### src/sv/plre_pkg.sv
// Shared types and constants for the peak limiter with release envelope.
// No dependencies; used by the controller, the datapath and the top level.
package plre_pkg;

    localparam int SAMPLE_WIDTH = 24;
    localparam int COEFF_WIDTH  = 16;
    localparam int THR_WIDTH    = SAMPLE_WIDTH - 1;
    localparam int CFG_WIDTH    = (THR_WIDTH > COEFF_WIDTH) ? THR_WIDTH : COEFF_WIDTH;
    localparam int PROD_WIDTH   = SAMPLE_WIDTH + COEFF_WIDTH;
    localparam int NUM_WIDTH    = SAMPLE_WIDTH + THR_WIDTH;
    localparam int CNT_WIDTH    = $clog2(THR_WIDTH);
    localparam int TDATA_WIDTH  = ((SAMPLE_WIDTH + 7) / 8) * 8;

    localparam logic [THR_WIDTH-1:0]   THR_RESET   = THR_WIDTH'(1048576);
    localparam logic [COEFF_WIDTH-1:0] COEFF_RESET = COEFF_WIDTH'(65522);

    // Configuration register indexes.
    localparam logic CFG_THRESHOLD = 1'b0;
    localparam logic CFG_RELEASE   = 1'b1;

    typedef enum logic [2:0] {
        S_IDLE,
        S_MAG,
        S_ENV,
        S_MUL,
        S_DIV,
        S_DONE
    } t_state;

    typedef struct packed {
        logic load_in;
        logic mag;
        logic env;
        logic mul;
        logic div;
        logic out_load;
    } t_cmd;

    typedef struct packed {
        logic limit;
    } t_status;

endpackage

### src/sv/plre_ctrl.sv
// Sequencing controller of the limiter: steps one item through magnitude,
// envelope update, scaling product and, when the envelope limits, the restoring divider.
// Depends on plre_pkg.
module plre_ctrl (
    input  logic                i_clk,
    input  logic                i_rst_n,
    input  logic                i_in_valid,
    input  logic                i_out_ready,
    input  plre_pkg::t_status   i_status,
    output logic                o_in_ready,
    output logic                o_out_valid,
    output plre_pkg::t_cmd      o_cmd
);

    plre_pkg::t_state                  r_state;
    plre_pkg::t_state                  n_state;
    logic [plre_pkg::CNT_WIDTH-1:0]    r_cnt;
    logic [plre_pkg::CNT_WIDTH-1:0]    n_cnt;
    logic                              r_out_valid;
    logic                              n_out_valid;
    logic                              out_free;

    // The output register may be refilled when empty or being drained this cycle.
    assign out_free = !r_out_valid || i_out_ready;

    always_comb begin
        n_state = r_state;
        n_cnt   = r_cnt;
        case (r_state)
            plre_pkg::S_IDLE: begin
                if (i_in_valid) begin
                    n_state = plre_pkg::S_MAG;
                end
            end
            plre_pkg::S_MAG: begin
                n_state = plre_pkg::S_ENV;
            end
            plre_pkg::S_ENV: begin
                n_state = plre_pkg::S_MUL;
            end
            plre_pkg::S_MUL: begin
                if (i_status.limit) begin
                    n_state = plre_pkg::S_DIV;
                    n_cnt   = plre_pkg::CNT_WIDTH'(plre_pkg::THR_WIDTH - 1);
                end else begin
                    n_state = plre_pkg::S_DONE;
                end
            end
            plre_pkg::S_DIV: begin
                if (r_cnt == '0) begin
                    n_state = plre_pkg::S_DONE;
                end else begin
                    n_cnt = r_cnt - 1'b1;
                end
            end
            plre_pkg::S_DONE: begin
                if (out_free) begin
                    n_state = plre_pkg::S_IDLE;
                end
            end
            default: begin
                n_state = plre_pkg::S_IDLE;
            end
        endcase
    end

    always_comb begin
        o_cmd       = '0;
        o_in_ready  = 1'b0;
        n_out_valid = r_out_valid && !i_out_ready;
        case (r_state)
            plre_pkg::S_IDLE: begin
                o_in_ready     = 1'b1;
                o_cmd.load_in  = i_in_valid;
            end
            plre_pkg::S_MAG: begin
                o_cmd.mag = 1'b1;
            end
            plre_pkg::S_ENV: begin
                o_cmd.env = 1'b1;
            end
            plre_pkg::S_MUL: begin
                o_cmd.mul = 1'b1;
            end
            plre_pkg::S_DIV: begin
                o_cmd.div = 1'b1;
            end
            plre_pkg::S_DONE: begin
                o_cmd.out_load = out_free;
                if (out_free) begin
                    n_out_valid = 1'b1;
                end
            end
            default: begin
                o_cmd = '0;
            end
        endcase
    end

    always_ff @(posedge i_clk) begin
        if (!i_rst_n) begin
            r_state     <= plre_pkg::S_IDLE;
            r_cnt       <= '0;
            r_out_valid <= 1'b0;
        end else begin
            r_state     <= n_state;
            r_cnt       <= n_cnt;
            r_out_valid <= n_out_valid;
        end
    end

    assign o_out_valid = r_out_valid;

endmodule

### src/sv/plre_dp.sv
// Datapath of the limiter: configuration registers, envelope state, the two
// multipliers, a one-bit-per-cycle restoring divider and the output register.
// Depends on plre_pkg; driven by plre_ctrl.
module plre_dp (
    input  logic                                 i_clk,
    input  logic                                 i_rst_n,
    input  logic                                 i_cfg_we,
    input  logic                                 i_cfg_addr,
    input  logic [plre_pkg::CFG_WIDTH-1:0]       i_cfg_data,
    input  logic [plre_pkg::SAMPLE_WIDTH-1:0]    i_sample,
    input  logic                                 i_first,
    input  plre_pkg::t_cmd                       i_cmd,
    output plre_pkg::t_status                    o_status,
    output logic [plre_pkg::SAMPLE_WIDTH-1:0]    o_sample,
    output logic                                 o_engaged
);

    localparam int SW = plre_pkg::SAMPLE_WIDTH;
    localparam int TW = plre_pkg::THR_WIDTH;
    localparam int CW = plre_pkg::COEFF_WIDTH;

    logic [TW-1:0]                       r_thr;
    logic [CW-1:0]                       r_coeff;
    logic [SW-1:0]                       r_raw;
    logic                                r_first;
    logic [SW-1:0]                       r_mag;
    logic [plre_pkg::PROD_WIDTH-1:0]     r_prod;
    logic [SW-1:0]                       r_env;
    logic                                r_flag;
    logic                                r_lim;
    logic [SW-1:0]                       r_rem;
    logic [TW-1:0]                       r_quo;
    logic [SW-1:0]                       r_out;
    logic                                r_out_eng;

    logic                                neg_raw;
    logic [SW-1:0]                       mag_raw;
    logic [SW-1:0]                       env_eff;
    logic [plre_pkg::PROD_WIDTH-1:0]     prod;
    logic                                above;
    logic [plre_pkg::NUM_WIDTH-1:0]      num;
    logic [SW:0]                         shifted;
    logic [SW:0]                         diff;
    logic                                take;
    logic [SW-1:0]                       quo_ext;
    logic [SW-1:0]                       limited;

    assign neg_raw = r_raw[SW-1];
    assign mag_raw = neg_raw ? (~r_raw + 1'b1) : r_raw;
    assign env_eff = r_first ? '0 : r_env;
    assign prod    = env_eff * r_coeff;
    assign above   = r_mag > {1'b0, r_thr};
    assign num     = r_mag * r_thr;

    // Restoring division: the quotient never exceeds the threshold, so the
    // upper dividend bits start below the divisor and one bit settles per cycle.
    assign shifted = {r_rem, r_quo[TW-1]};
    assign diff    = shifted - {1'b0, r_env};
    assign take    = shifted >= {1'b0, r_env};

    assign quo_ext = {1'b0, r_quo};
    assign limited = neg_raw ? (~quo_ext + 1'b1) : quo_ext;

    assign o_status.limit = r_env > {1'b0, r_thr};

    always_ff @(posedge i_clk) begin
        if (!i_rst_n) begin
            r_thr   <= plre_pkg::THR_RESET;
            r_coeff <= plre_pkg::COEFF_RESET;
        end else if (i_cfg_we) begin
            case (i_cfg_addr)
                plre_pkg::CFG_THRESHOLD: r_thr   <= i_cfg_data[TW-1:0];
                plre_pkg::CFG_RELEASE:   r_coeff <= i_cfg_data[CW-1:0];
                default: begin
                    r_thr <= r_thr;
                end
            endcase
        end
    end

    always_ff @(posedge i_clk) begin
        if (!i_rst_n) begin
            r_env  <= '0;
            r_flag <= 1'b0;
        end else if (i_cmd.env) begin
            if (above) begin
                r_env <= r_mag;
            end else begin
                r_env <= r_prod[plre_pkg::PROD_WIDTH-1:CW];
            end
            r_flag <= (r_flag && !r_first) || above;
        end
    end

    always_ff @(posedge i_clk) begin
        if (i_cmd.load_in) begin
            r_raw   <= i_sample;
            r_first <= i_first;
        end
        if (i_cmd.mag) begin
            r_mag  <= mag_raw;
            r_prod <= prod;
        end
        if (i_cmd.mul) begin
            r_lim <= o_status.limit;
            r_rem <= num[plre_pkg::NUM_WIDTH-1:TW];
            r_quo <= num[TW-1:0];
        end else if (i_cmd.div) begin
            if (take) begin
                r_rem <= diff[SW-1:0];
            end else begin
                r_rem <= shifted[SW-1:0];
            end
            r_quo <= {r_quo[TW-2:0], take};
        end
        if (i_cmd.out_load) begin
            r_out     <= r_lim ? limited : r_raw;
            r_out_eng <= r_flag;
        end
    end

    assign o_sample  = r_out;
    assign o_engaged = r_out_eng;

endmodule

### src/sv/peak_limiter_release_envelope.sv
// Peak limiter, instant attack and exponential release: top level.
// An item passes the magnitude, envelope and product states when the envelope is at
// or below the threshold, and also the 23-step divider when it limits.
// One item is in work at a time, till the output register takes its result.
// The finished result waits in an output register; the next item may enter meanwhile.
// Synchronous active-low reset restores the register defaults, clears the envelope.
module peak_limiter_release_envelope (
    input  logic                                  i_clk,
    input  logic                                  i_rst_n,
    input  logic                                  i_cfg_we,
    input  logic                                  i_cfg_addr,
    input  logic [plre_pkg::CFG_WIDTH-1:0]        i_cfg_data,
    input  logic                                  s_axis_tvalid,
    output logic                                  s_axis_tready,
    input  logic [plre_pkg::TDATA_WIDTH-1:0]      s_axis_tdata,  // [23:0] sample_in
    input  logic                                  s_axis_tuser,  // [0] first
    output logic                                  m_axis_tvalid,
    input  logic                                  m_axis_tready,
    output logic [plre_pkg::TDATA_WIDTH-1:0]      m_axis_tdata,  // [23:0] sample_out
    output logic                                  m_axis_tuser   // [0] engaged
);

    plre_pkg::t_cmd                        cmd;
    plre_pkg::t_status                     status;
    logic [plre_pkg::SAMPLE_WIDTH-1:0]     sample_out;

    plre_ctrl u_ctrl (
        .i_clk       (i_clk),
        .i_rst_n     (i_rst_n),
        .i_in_valid  (s_axis_tvalid),
        .i_out_ready (m_axis_tready),
        .i_status    (status),
        .o_in_ready  (s_axis_tready),
        .o_out_valid (m_axis_tvalid),
        .o_cmd       (cmd)
    );

    plre_dp u_dp (
        .i_clk      (i_clk),
        .i_rst_n    (i_rst_n),
        .i_cfg_we   (i_cfg_we),
        .i_cfg_addr (i_cfg_addr),
        .i_cfg_data (i_cfg_data),
        .i_sample   (s_axis_tdata[plre_pkg::SAMPLE_WIDTH-1:0]),
        .i_first    (s_axis_tuser),
        .i_cmd      (cmd),
        .o_status   (status),
        .o_sample   (sample_out),
        .o_engaged  (m_axis_tuser)
    );

    assign m_axis_tdata = plre_pkg::TDATA_WIDTH'(sample_out);

endmodule

### config.mk
export PLATFORM = sky130hd
export DESIGN_NAME = peak_limiter_release_envelope
export DESIGN_NICKNAME = d
export VERILOG_FILES = /design/src/sv/plre_pkg.sv /design/src/sv/plre_ctrl.sv /design/src/sv/plre_dp.sv /design/src/sv/peak_limiter_release_envelope.sv
export SDC_FILE = /design/constraint.sdc
export NUM_CORES = 2
export LEC_CHECK = 0
export BUFFER_PORTS_ARGS = -buffer_cell sky130_fd_sc_hd__buf_2
export CAP_MARGIN = 20
export CELL_PAD_IN_SITES_DETAIL_PLACEMENT = 0
export CELL_PAD_IN_SITES_GLOBAL_PLACEMENT = 1
export CORE_UTILIZATION = 56
export CTS_BUF_LIST = sky130_fd_sc_hd__clkbuf_8
export DETAILED_ROUTE_END_ITERATION = 8
export PLACE_DENSITY_LB_ADDON = 0.1
export SKIP_LAST_GASP = 1
export SYNTH_ARGS = -nofsm -noshare
export SYNTH_HDL_FRONTEND = slang
export SYNTH_SLANG_ARGS = --single-unit
### constraint.sdc
create_clock -name i_clk -period 20.6 [get_ports i_clk]
set_input_delay 2.06 -clock i_clk [delete_from_list [all_inputs] [get_ports i_clk]]
set_output_delay 2.06 -clock i_clk [all_outputs]
set_load 0.03 [all_outputs]
Word level (Yosys, flattened, before mapping)
Cells that the tools add are included.
{"block": "word_totals", "ff_bits": 235, "input_bits": 54, "elab_cells": 81}
{"block": "op_classes", "n_addsub": 4, "multipliers": 2, "order_cmp": 3, "eq_ne": 10, "muxes": 27, "bitwise_logic": 3, "n_reduce_logical": 15}
{"operator": "2-to-1 mux 24 bit", "n": 7}
{"operator": "2-to-1 mux 23 bit", "n": 3}
{"operator": "adder 24 x 1 -> 24 bit (second input constant)", "n": 2}
{"operator": "> comparator 24 x 23 -> 1 bit", "n": 2}
{"operator": "multiplier 24 x 23 -> 47 bit", "n": 1}
{"operator": "multiplier 24 x 16 -> 40 bit", "n": 1}
{"operator": "greater-or-equal comparator 25 x 24 -> 1 bit", "n": 1}
{"operator": "NOT 23 -> 24 bit", "n": 1}
{"operator": "NOT 24 bit", "n": 1}
{"operator": "subtractor 24 bit", "n": 1}
{"operator": "case mux 3 bit (6 select lines)", "n": 1}
{"operator": "2-to-1 mux 1 bit", "n": 10}
{"operator": "2-to-1 mux 5 bit", "n": 2}
{"operator": "case mux 5 bit (2 select lines)", "n": 1}
{"operator": "2-to-1 mux 3 bit", "n": 3}
{"operator": "== test 3 x 2 -> 1 bit (second input constant)", "n": 2}
{"operator": "== test 3 bit (second input constant)", "n": 2}
{"operator": "inequality test 2 bit (second input constant)", "n": 3}
{"operator": "AND reduction 3 bit", "n": 2}
{"operator": "logical NOT 5 bit", "n": 1}
{"operator": "subtractor 5 x 1 -> 5 bit (second input constant)", "n": 1}
{"operator": "inequality test 2 x 1 -> 1 bit (second input constant)", "n": 2}
{"operator": "AND reduction 2 bit", "n": 2}
{"operator": "nonzero test 2 bit", "n": 2}
{"operator": "other kinds (6)", "n": 10}

Logic depth before layout (Yosys ltp)
{"block": "logic_depth", "word_depth": 4, "depth_mapped": 27, "depth_no_buf": 26}

Modules after synthesis
From an unflattened synthesis, not the netlist that was laid out.
{"block": "hier_totals", "cells_unflattened": 4578, "area_unflattened_um2": 41551.1}
{"module": "plre_dp", "instances": 1, "cells_each": 4516, "area_each_um2": 41043.1, "seq_area_each_um2": 5665.4}
{"module": "plre_ctrl", "instances": 1, "cells_each": 62, "area_each_um2": 508.0, "seq_area_each_um2": 180.2}

Worst setup path after synthesis
Ideal clock, no wire load.
{"block": "synth_timing", "kind": "register to register", "start": "register u_dp.r_first", "end": "register u_dp.r_prod[33] in the netlist's numbering (data pin)", "setup_ns": 0.271, "arrival_time_ns": 6.554, "setup_slack_ns": 13.775, "stages_incl_launch_ff": 25, "period_less_slack_ns": 6.825, "cell_sequence": "edfxtp_1 -> buf_2 -> clkbuf_1 -> nor2_1 -> clkbuf_1 -> nand2_1 -> fa_1 -> inv_1 -> fa_1 -> inv_1 -> fa_1 -> fa_1 -> fa_1 -> fa_1 -> inv_1 -> ha_1 -> a211o_1 -> a21oi_1 -> o21ai_0 -> a31o_2 -> a211oi_1 -> o21bai_1 -> a21oi_1 -> mux2i_1 -> o2111ai_1"}
{"block": "synth_via", "elab_chain_len": 2}
{"element": "start, declared", "line_no": "plre_dp.sv:25", "rtl": "logic r_first;"}
{"element": "start signal, assigned", "line_no": "plre_dp.sv:98", "rtl": "r_first <= i_first;"}
{"element": "2-to-1 mux 24 bit", "line_no": "plre_dp.sv:50", "rtl": "assign env_eff = r_first ? '0 : r_env;"}
{"element": "multiplier 24 x 16 -> 40 bit", "line_no": "plre_dp.sv:51", "rtl": "assign prod = env_eff * r_coeff;"}
{"element": "net u_dp.prod (one bit)", "line_no": "plre_dp.sv:39", "rtl": "logic [plre_pkg::PROD_WIDTH-1:0] prod;"}
{"element": "end signal, assigned", "line_no": "plre_dp.sv:102", "rtl": "r_prod <= prod;"}
{"element": "end, declared", "line_no": "plre_dp.sv:27", "rtl": "logic [plre_pkg::PROD_WIDTH-1:0] r_prod;"}
The timed path passes the listed nets, and every way through them passes these cells.
A chain may end at the register's enable or synchronous reset.

Worst setup path in the final report
{"block": "layout_timing", "start": "register u_dp.r_first", "end": "register u_dp.r_prod[38] in the netlist's numbering (data pin)"}
The elaborated chain is that of the path after synthesis.

==> summary.txt <==
Place
  – Global placement routability congestion: 0.956
  – Port bufs: 80
  – DP Wirelength: 89,600 µm
  – Placed instance area: 0.0429 mm²

Power and ir drop
  – P_leak: 0.0206 µW
  – Power per cell area: 81.2 mW/mm²
  – Max VDD drop: 0.0000698 V

STA
  – Fin Setup TNS: 0 ns
  – Period utilisation layout: 37.2%
  – Final Skew: 0.0740 ns
  – Max-slew violations: 0
  – RSZ-0062 raised after global routing: false
  – Least-Margin Pin Slew: 1.17 ns
  – Final hold violations: 0
  – Final Setup Violations: 0
  – Final Critical Period: 7.66 ns
  – Max_slew headroom: 21.7%
  – Max Freq: 131 MHz

Synth
  – Top-area cell type share of the netlist area: 37.0%
  – Post-synth EDFFs: 146
  – Part of the Yosys area used for sequential elements: 14.1%
  – Synth area leaders: fa_1, ha_1, edfxtp_1
  – Cell taking the most area after synthesis: fa_1
  – Top_reg_cell synth: edfxtp_1
  – Most frequent cell after synthesis: inv_1
  – Post-synthesis cell type count: 75
  – Synthesized net count: 5,797
  – Yosys warning count: 0
  – Yosys reg bits: 219
  – Post-Synthesis Cell Area: 0.0414 mm²
  – Async set or reset register ratio after synthesis: 0%
  – Syn avg cell area: 9.01 µm²
  – Post-synth top cells: inv_1, fa_1, nand2_1
  – Post-Syn Instances: 4,599

Clock network
  – Postcts setup bufs: 0
  – H-tree depth: 2
  – Clock Latency Late Sink: 0.65 ns
  – Clock-pin slew on the worst setup and hold paths: 0.07 ns
  – Root buf cell: clkbuf_8
  – TritonCTS clock tree: done
  – Clk buf depth: 3
  – Cts repair resizes: 0
  – Num CTS Buffers: 42
  – CTS sink count: 219
  – Hold Buf Count CTS: 0

Run status
  – Status: complete, no violations

Critical path
  – Worst setup SP type: flop
  – CP max FO: 22
  – Worst reg2reg startpoint: u_dp.r_first
  – CP arrival: 8.02 ns
  – CP required: 20.96 ns
  – Worst R2R Setup Slack: 12.94 ns
  – R2R depth: 25
  – FF-to-FF End: u_dp.r_prod[38]
  – Crit Path Category: reg -> reg
  – Setup crit end kind: flop

Global route
  – Largest net degree at the start of global routing: 84
  – Initial antenna violation count: 3
  – Gr usage total: 32.7%
  – Vias in the first global route: 32,100
  – Total gr overflow: 0
  – First-pass GRT wire length: 186,000 µm

Route
  – Detailed Route Iter0 Violations: 2,188
  – Routed len/inst: 21.2 µm
  – DR vias/cell: 5.62
  – DRC Markers: 0
  – Routed wire length: 118,000 µm
  – DRT antenna net count: 0
  – Number of vias in the routed layout: 31,400
  – Pre-antenna DRT Iters: 5

Job
  – Max capacitance violation total: 0

Cells and area
  – Final #Nets: 5,789
  – Layout cells sized above 1: 5.88%
  – Area growth, synth to finish: 5.96%
  – Fin area: 0.0439 mm²

Die
  – Io pins: 81
  – Core area: 0.0731 mm²
  – Die area: 0.0750 mm²
  – Initial Utilization: 56.7%
  – Die span in y: 274 µm
  – Site Rows: 99
  – Die W: 274 µm

Worst hold path
  – Worst Hold Depth: 2
  – Hold path start: u_dp.r_thr[18]
  – Min-delay worst type: reg -> reg
  – Hold-critical path endpoint: u_dp.r_thr[18]
[critical path, cell delays in order, from the launching register on]
cell      delay [ns]
edfxtp_1        0.43
buf_4           0.25
nor2_1          0.58
buf_6           0.24
nand2_1         0.09
fa_1            0.56
inv_1           0.06
fa_1            0.49
inv_1           0.05
fa_1            0.53
inv_1           0.05
fa_1            0.48
inv_1           0.05
fa_1            0.47
inv_1           0.05
fa_1            0.43
ha_1            0.30
a21oi_1         0.13
o21ai_0         0.09
a22oi_1         0.31
a21oi_1         0.18
a211oi_1        0.67
o31ai_1         0.27
a211oi_1        0.39
o21bai_1        0.12
xor2_1          0.14
[cell families (layout without fill, tap and decap cells)]
family	after synthesis	in the layout	share of synthesized area, %
AO/OA/AOI/OAI	521	521	7.93
buffers and inverters	1161	1187	10.5
other	0	1	0
adder cells (fa/ha/maj)	1144	1144	48.4
multiplexers	16	16	0.411
XOR/XNOR	120	120	2.54
flip-flops	219	219	14.1
AND/OR/NAND/NOR	1418	1418	16.0
[routing by layer]
metal | GRT usage, % | share of wire (%)
met5 | 0 | 0.0059
met4 | 9.14 | 3.0
met3 | 4.46 | 6.8
met2 | 52.4 | 47
met1 | 46.5 | 44
[layout by cell type, fill, tap and decap left out, types with 6 or more instances in the layout]
cell and count:
nand2_1 745, nand3_1 62, edfxtp_1 146, nand4_1 24, a21oi_1 122, clkinv_1 10, o41ai_1 7, a31oi_1 42
o21a_1 21, or3_1 10, xor2_1 47, buf_2 80, dfxtp_1 73, fa_1 765, o21bai_1 10, inv_1 942
and2_1 333, a21boi_0 30, nor3_1 19, o211ai_1 14, clkbuf_8 45, a21o_1 47, bufinv_16 6, or4_1 6
nor2b_1 18, a211oi_1 13, xnor2_1 73, mux2i_1 8, nand2b_1 12, buf_4 92, and3_1 15, ha_1 379
nor4_1 9, mux2_2 8, o31ai_1 22, nor2_1 130, o21ai_0 143
[through the flow]
step	setup slack (ns)	total power (µW)	std cells	hold slack (ns)	utilization, %
after global placement	12.63	3030	5501	0.452	58.6
after floorplan	13.77	2290	4599	0.409	-
after detailed placement	12.90	3030	5505	0.459	58.7
after global routing	12.44	3890	5584	0.480	60.0
after CTS	12.94	3560	5583	0.458	60.0
final	12.94	3560	5585	0.468	60.0
[registers in the layout, indices dropped and copies added, names as in the netlist]
register,count
u_ctrl.r_cnt,5
u_dp.r_mag,24
u_dp.o_sample,24
u_dp.r_lim,1
u_dp.r_quo,23
u_dp.r_flag,1
u_dp.r_rem,24
u_dp.r_first,1
u_dp.r_coeff,16
u_dp.r_prod,24
u_dp.r_env,24
u_ctrl.r_state,3
u_ctrl.o_out_valid,1
u_dp.o_engaged,1
u_dp.r_thr,23
u_dp.r_raw,24
[layout make-up]
cell class / count / area, µm²
Multi-Input combinational cell: 3219 / 31200
Fill cell: 6585 / 29200
Sequential cell: 219 / 5850
Inverter: 933 / 3500
Tap cell: 959 / 1200
Timing Repair Buffer: 176 / 1170
Clock buffer: 45 / 619
Clock inverter: 33 / 318
Antenna cell: 1 / 2.50
[power by group]
| group | switching [µW] | internal, µW |
|---|---|---|
| logic | 1560 | 918 |
| registers | 36.2 | 556 |
| clock network | 214 | 281 |
[how the worst max path moves through the flow]
stage                             from              end  slack, ns  cells past startpoint
after detailed placement  u_dp.r_first  u_dp.r_prod[38]      12.90                     25
after CTS                 u_dp.r_first  u_dp.r_prod[38]      12.94                     25
final                     u_dp.r_first  u_dp.r_prod[38]      12.94                     25
after global placement    u_dp.r_first  u_dp.r_prod[38]      12.63                     24
after global routing      u_dp.r_first  u_dp.r_prod[38]      12.44                     25
after floorplan           u_dp.r_first  u_dp.r_prod[33]      13.77                     24
No activity file was read; power rests on OpenSTA's default activity.
